<file path="src/rtl/spf_pkg.sv">
`default_nettype none
// ============================================================================
// spf_pkg
// Shared types and constants for the smallest prime factor sieve block.
// ============================================================================
package spf_pkg;

    // Fixed field widths of the request and result channels
    localparam int NUM_W = 17;
    localparam int CNT_W = 3;

    // Distinct prime count saturates here
    localparam logic [CNT_W-1:0] CNT_SAT = 3'd7;

    // Configuration port geometry and register map
    localparam int PADDR_W = 2;
    localparam int PDATA_W = 32;
    localparam logic [PADDR_W-1:0] ADDR_TABLE_LIMIT = 2'd0;
    localparam logic [NUM_W-1:0] LIMIT_RST = 17'd65536;

    // Request opcodes
    localparam logic OP_BUILD = 1'b0;
    localparam logic OP_QUERY = 1'b1;

    // Controller to datapath commands
    typedef struct packed {
        logic build_start;  // latch limit, start clear pass at entry one
        logic clr_wr;       // clear entry r_i, advance r_i
        logic scan_init;    // scan starts at two
        logic scan_rd;      // read count of candidate r_i
        logic next_i;       // advance candidate
        logic mark_init;    // first multiple is the prime itself
        logic mark_rd;      // read count of multiple r_j
        logic mark_wr;      // update multiple r_j, step to next multiple
        logic build_done;   // tables now valid
        logic qry_rd;       // query accepted, read both tables
        logic out_qry;      // load output register from query stage
        logic out_bld;      // load output register with build result
    } t_cmd;

    // Datapath to controller status
    typedef struct packed {
        logic i_gt_lim;
        logic j_gt_lim;
        logic cnt_zero;
    } t_sts;

endpackage
`default_nettype wire

</file>
<file path="src/rtl/spf_ctrl.sv">
`default_nettype none
// ============================================================================
// spf_ctrl
// Sequencer for the sieve build and handshake control for query requests.
// ============================================================================
module spf_ctrl (
    input  wire logic          i_clk,
    input  wire logic          i_rst_n,
    input  wire logic          i_in_valid,
    input  wire logic          i_opcode,
    output logic               o_in_ready,
    output logic               o_out_valid,
    input  wire logic          i_out_ready,
    input  wire spf_pkg::t_sts i_sts,
    output spf_pkg::t_cmd      o_cmd
);

    typedef enum logic [6:0] {
        ST_IDLE     = 7'b0000001,
        ST_CLEAR    = 7'b0000010,
        ST_SCAN_RD  = 7'b0000100,
        ST_SCAN_CHK = 7'b0001000,
        ST_MARK_RD  = 7'b0010000,
        ST_MARK_WR  = 7'b0100000,
        ST_DONE     = 7'b1000000
    } t_state;

    t_state        r_state, n_state;
    logic          r_s1_valid, n_s1_valid;
    logic          r_out_valid, n_out_valid;
    logic          w_out_free;
    logic          w_accept;
    spf_pkg::t_cmd w_cmd;

    // Output register frees up when empty or being drained
    assign w_out_free = !r_out_valid || i_out_ready;
    assign o_in_ready = (r_state == ST_IDLE) && (!r_s1_valid || w_out_free);
    assign w_accept   = i_in_valid && o_in_ready;

    // Next state and commands
    always_comb begin
        n_state = r_state;
        w_cmd   = '0;
        w_cmd.out_qry = r_s1_valid && w_out_free;
        case (r_state)
            ST_IDLE: begin
                if (w_accept && (i_opcode == spf_pkg::OP_QUERY)) begin
                    w_cmd.qry_rd = 1'b1;
                end
                if (w_accept && (i_opcode == spf_pkg::OP_BUILD)) begin
                    w_cmd.build_start = 1'b1;
                    n_state = ST_CLEAR;
                end
            end
            ST_CLEAR: begin
                if (i_sts.i_gt_lim) begin
                    w_cmd.scan_init = 1'b1;
                    n_state = ST_SCAN_RD;
                end else begin
                    w_cmd.clr_wr = 1'b1;
                end
            end
            ST_SCAN_RD: begin
                if (i_sts.i_gt_lim) begin
                    n_state = ST_DONE;
                end else begin
                    w_cmd.scan_rd = 1'b1;
                    n_state = ST_SCAN_CHK;
                end
            end
            ST_SCAN_CHK: begin
                // An untouched count means no smaller prime divides it
                if (i_sts.cnt_zero) begin
                    w_cmd.mark_init = 1'b1;
                    n_state = ST_MARK_RD;
                end else begin
                    w_cmd.next_i = 1'b1;
                    n_state = ST_SCAN_RD;
                end
            end
            ST_MARK_RD: begin
                if (i_sts.j_gt_lim) begin
                    w_cmd.next_i = 1'b1;
                    n_state = ST_SCAN_RD;
                end else begin
                    w_cmd.mark_rd = 1'b1;
                    n_state = ST_MARK_WR;
                end
            end
            ST_MARK_WR: begin
                w_cmd.mark_wr = 1'b1;
                n_state = ST_MARK_RD;
            end
            ST_DONE: begin
                if (w_out_free) begin
                    w_cmd.out_bld    = 1'b1;
                    w_cmd.build_done = 1'b1;
                    n_state = ST_IDLE;
                end
            end
            default: begin
                n_state = ST_IDLE;
            end
        endcase
    end

    // Query stage and output register occupancy
    always_comb begin
        n_s1_valid = r_s1_valid;
        if (w_cmd.qry_rd) begin
            n_s1_valid = 1'b1;
        end else if (w_cmd.out_qry) begin
            n_s1_valid = 1'b0;
        end
        n_out_valid = r_out_valid;
        if (w_cmd.out_qry || w_cmd.out_bld) begin
            n_out_valid = 1'b1;
        end else if (i_out_ready) begin
            n_out_valid = 1'b0;
        end
    end

    always_ff @(posedge i_clk) begin
        if (!i_rst_n) begin
            r_state     <= ST_IDLE;
            r_s1_valid  <= 1'b0;
            r_out_valid <= 1'b0;
        end else begin
            r_state     <= n_state;
            r_s1_valid  <= n_s1_valid;
            r_out_valid <= n_out_valid;
        end
    end

    assign o_out_valid = r_out_valid;
    assign o_cmd       = w_cmd;

endmodule
`default_nettype wire

</file>
<file path="config.mk">
export PLATFORM = sky130hd
export DESIGN_NAME = spf_ctrl
export DESIGN_NICKNAME = d
export VERILOG_FILES = /design/src/rtl/spf_pkg.sv /design/src/rtl/spf_ctrl.sv
export SDC_FILE = /design/constraint.sdc
export NUM_CORES = 1
export LEC_CHECK = 0
export BUFFER_PORTS_ARGS = -buffer_cell sky130_fd_sc_hd__buf_2
export CAP_MARGIN = 20
export CORE_MARGIN = 10
export CORE_UTILIZATION = 30
export DETAILED_ROUTE_END_ITERATION = 8
export GPL_TIMING_DRIVEN = 1
export SLEW_MARGIN = 10
export SYNTH_ARGS = -nofsm -noshare
export SYNTH_HDL_FRONTEND = slang
export SYNTH_SLANG_ARGS = --single-unit
</file>
<file path="constraint.sdc">
create_clock -name i_clk -period 2.4 [get_ports i_clk]
set_input_delay 0.24 -clock i_clk [delete_from_list [all_inputs] [get_ports i_clk]]
set_output_delay 0.24 -clock i_clk [all_outputs]
set_load 0.05 [all_outputs]
</file>
==> results.rst <==
.. list-table::
   :header-rows: 1

   * - Metric
     - Value
   * - Detailed-placement wirelength estimate
     - 1180 µm
   * - Crit path capture type
     - output port
   * - Arrival time at the worst endpoint
     - 1.95 ns
   * - Number of max-cap violations
     - 0
   * - Least setup slack across all paths after layout
     - 0.212 ns
   * - Clock latency on the worst-skew pair
     - 0.27 ns
   * - Worst min-delay path category
     - primary input to flop
   * - Sw frac
     - 38.0%
   * - Buffers and inverters on the worst path
     - 1
   * - Area added between synthesis and finish
     - 23.2%
   * - Ordered cell list for the critical path
     - nor4_4 > or3b_1 > and2b_1 > buf_2
   * - Height of the chip
     - 64.7 µm
   * - Critical Path Max Stage Delay
     - 0.49 ns
   * - Vias after detailed routing
     - 593
   * - Worst setup SP type
     - flop
   * - Sinks on Clock Net
     - 9
   * - Die Outline Area
     - 4180 µm²
   * - Final hold vios
     - 0
   * - Number of warnings reported in the yosys synthesis log
     - 0
   * - Seq cells post-synth
     - 9
   * - Via count of the first global-routing pass
     - 570
   * - Most common cell after layout, fill and taps aside
     - sky130_fd_sc_hd__buf_2
   * - Average cell area after synthesis
     - 8.08 µm²
   * - Sequential cell fraction of total power
     - 37.9%
   * - Required arrival time at the worst endpoint
     - 2.16 ns
   * - Number of unique standard cell types used by synthesis
     - 32
   * - Clock tree from TritonCTS
     - done
   * - Final TNS setup
     - 0 ns
   * - Cell leakage power
     - 0.000352 µW
   * - DRC
     - 0
   * - Result of the run
     - complete, no violations
   * - Critical path type
     - flop to output port
   * - Top cell family by delay on the critical path
     - simple AND/OR/NAND/NOR gates
   * - Via density per instance
     - 4.86
   * - Top library cells by usage in the layout, fill and taps aside
     - sky130_fd_sc_hd__buf_2, sky130_fd_sc_hd__nor2_1, sky130_fd_sc_hd__dfxtp_1
   * - Number of rows created at floorplan
     - 16
   * - Max Clk Rate
     - 0.457 GHz
   * - Synth Net Count
     - 82
   * - Net Switching
     - 167 µW
   * - Power density over the cells
     - 598 nW/µm²
   * - Int Pwr
     - 273 µW
   * - # nets final
     - 104
   * - Final core area utilization
     - 38.3%
   * - Filler cell count in the final layout
     - 218
   * - Post-route antenna net violation count
     - 0
   * - Maximum clock path buffer count
     - 2
   * - Met2 track demand over resource
     - 11.0%
   * - Global router's overall resource usage
     - 7.34%
   * - Clock-pin transition on the worst setup and hold timing paths
     - 0.06 ns
   * - Met1 demand-to-capacity share in global routing
     - 8.08%
   * - Final critical path time including I/O delays and setup
     - 2.19 ns
   * - Effective utilization at floorplan
     - 31.1%
   * - Wire length of the first global-routing pass
     - 2460 µm
   * - Final Max Tran Viols
     - 0
   * - Dpl ws
     - 0.481 ns
   * - Final setup vio count
     - 0
   * - CTS root buf
     - sky130_fd_sc_hd__clkbuf_4
   * - Total detailed-routing wirelength
     - 1410 µm
   * - Combined area of all synthesized cells
     - 598 µm²
   * - Slew @ Worst Pin
     - 0.547 ns
   * - Clk network pwr share
     - 27.8%
   * - CP max stage cell
     - sky130_fd_sc_hd__or3b_1
   * - Port Buf Inserts
     - 21
   * - CTS hold repair buffers
     - 0
   * - Combinational power share
     - 34.3%
   * - H-Tree Level Count
     - 1
   * - Number of DRC violations after detailed-routing iteration 0
     - 7
   * - Worst slew margin relative to its limit
     - 63.4%
   * - Grt peak-use layer
     - met2
   * - Core area
     - 1920 µm²
   * - Grt total ovfl
     - 0
   * - Period Utilization, post-route
     - 91.2%
   * - DRT Pass-1 Iters
     - 4
   * - Largest net degree at the start of global routing
     - 10
   * - RSZ-0062 raised after global routing
     - false
   * - Number of instances in the synthesized netlist
     - 74
   * - Largest voltage drop on the vdd net
     - 0.241 mV
   * - Worst Path Max Fanout
     - 9
   * - Antenna fix cells
     - 0
   * - Width of the chip
     - 64.7 µm
   * - Met3 routing resource usage after global routing
     - 3.09%
   * - Worst slack on hold paths
     - 0.160 ns
   * - Layout cell share with drive strength beyond 1
     - 29.5%
   * - Routed length per placed instance
     - 11.6 µm
   * - TritonCTS buffer count
     - 3
   * - Number of antenna violations at the first check in global routing
     - 0
   * - Placer Congestion
     - 0.724
   * - Number of placed I/O pins
     - 22
   * - Setup skew after layout
     - 0.000782 ns
   * - Seq/Total Area, Yosys
     - 30.1%
synthesized netlist by cell type:
| cell type | number | share of area (%) |
|---|---|---|
| sky130_fd_sc_hd__o21ai_0 | 4 | 3.3 |
| sky130_fd_sc_hd__xor2_1 | 1 | 1.5 |
| sky130_fd_sc_hd__nor4_4 | 1 | 3.6 |
| sky130_fd_sc_hd__and2_1 | 1 | 1.0 |
| sky130_fd_sc_hd__or2b_1 | 1 | 1.3 |
| sky130_fd_sc_hd__nand2_1 | 5 | 3.1 |
| sky130_fd_sc_hd__nand3_1 | 2 | 1.7 |
| sky130_fd_sc_hd__or3b_1 | 1 | 1.5 |
| sky130_fd_sc_hd__nand4_1 | 1 | 1.0 |
| sky130_fd_sc_hd__o211ai_4 | 1 | 3.6 |
| sky130_fd_sc_hd__o31a_1 | 1 | 1.5 |
| sky130_fd_sc_hd__a21oi_1 | 2 | 1.7 |
| sky130_fd_sc_hd__o2111ai_1 | 1 | 1.5 |
| sky130_fd_sc_hd__clkbuf_1 | 1 | 0.63 |
| sky130_fd_sc_hd__nor2_1 | 9 | 5.6 |
| sky130_fd_sc_hd__mux2i_1 | 1 | 1.7 |
| sky130_fd_sc_hd__a31oi_1 | 1 | 1.0 |
| sky130_fd_sc_hd__o21a_1 | 1 | 1.3 |
| sky130_fd_sc_hd__o221ai_1 | 1 | 1.5 |
| sky130_fd_sc_hd__nor2b_1 | 5 | 5.2 |
| sky130_fd_sc_hd__buf_6 | 2 | 3.8 |
| sky130_fd_sc_hd__o21ba_1 | 1 | 1.7 |
| sky130_fd_sc_hd__inv_1 | 2 | 1.3 |
| sky130_fd_sc_hd__buf_4 | 2 | 2.5 |
| sky130_fd_sc_hd__nor4_1 | 1 | 1.0 |
| sky130_fd_sc_hd__and3_1 | 2 | 2.1 |
| sky130_fd_sc_hd__nor3b_1 | 3 | 3.8 |
| sky130_fd_sc_hd__nor3_1 | 7 | 5.9 |
| sky130_fd_sc_hd__and2b_1 | 1 | 1.3 |
| sky130_fd_sc_hd__nand2b_1 | 2 | 2.1 |
| sky130_fd_sc_hd__and3b_1 | 1 | 1.5 |
| sky130_fd_sc_hd__dfxtp_1 | 9 | 30 |
power by group through the flow:
stage	logic, µW	clock network (µW)	registers (µW)
floorplan	125	0	172
global placement	151	0	170
detailed placement	152	0	170
CTS	152	124	167
global route	166	134	168
finish	151	122	167
metrics by stage:
| step | std cells | total power [µW] | instance area (µm²) |
|---|---|---|---|
| 5_1_grt | 122 | 468 | 737 |
| 3_3_place_gp | 118 | 321 | 708 |
| 6_report | 122 | 440 | 737 |
| 4_1_cts | 122 | 443 | 734 |
| 3_5_place_dp | 118 | 322 | 708 |
| 2_1_floorplan | 74 | 297 | 603 |
worst register-to-register path: cells and delay by family, from the launching register on:
kind,cells,cell delay (ns)
and+or+nand+nor,2,0.80
AOI/OAI and AO/OA,2,0.47
DFF,1,0.40
final timing paths:
path,from,to,slack [ns],depth (start not counted)
setup / recovery,r_state[4],o_cmd[11],0.21,4
hold / removal,i_sts[1],r_state[5],0.16,2
setup reg to reg,r_state[4],r_state[2],0.62,4
hold reg to reg,r_s1_valid,o_out_valid,0.50,1
logic make-up (layout without fill, tap and decap cells):
logic type,count (synthesis),after routing,synth area share [%]
flops,9,9,30.1
buf+inv,7,28,8.16
mux,1,1,1.67
compound gates,13,13,16.9
xor+xnor,1,1,1.46
simple gates,43,43,41.6
layout make-up:
cell class	count	area [µm²]	share of cell area [%]
multi-input combinational	58	374	50.8
sequential	9	180	24.4
timing repair buffer	22	115	15.6
tap	27	33.8	4.58
clock buffer	4	26.3	3.57
inverter	2	7.51	1.02
flip-flops by register name, summed over array words and instances (netlist names):
register / flops
o_out_valid: 1
r_s1_valid: 1
r_state: 7
repair_timing:
action                                 4_1_cts  5_1_grt
resized for setup                            0        1
setup endpoints to repair                    0        1
endpoints found under the hold margin        0        0
setup buffers                                0        0
layer usage:
| layer | wire, µm | share of wire [%] | vias up |
|---|---|---|---|
| li1 | - | - | 305 |
| met4 | 52 | 3.7 | 0 |
| met2 | 644 | 46 | 17 |
| met5 | 0 | 0 | - |
| met3 | 91 | 6.5 | 7 |
| met1 | 621 | 44 | 264 |
No activity file was read; power rests on OpenSTA's default activity.
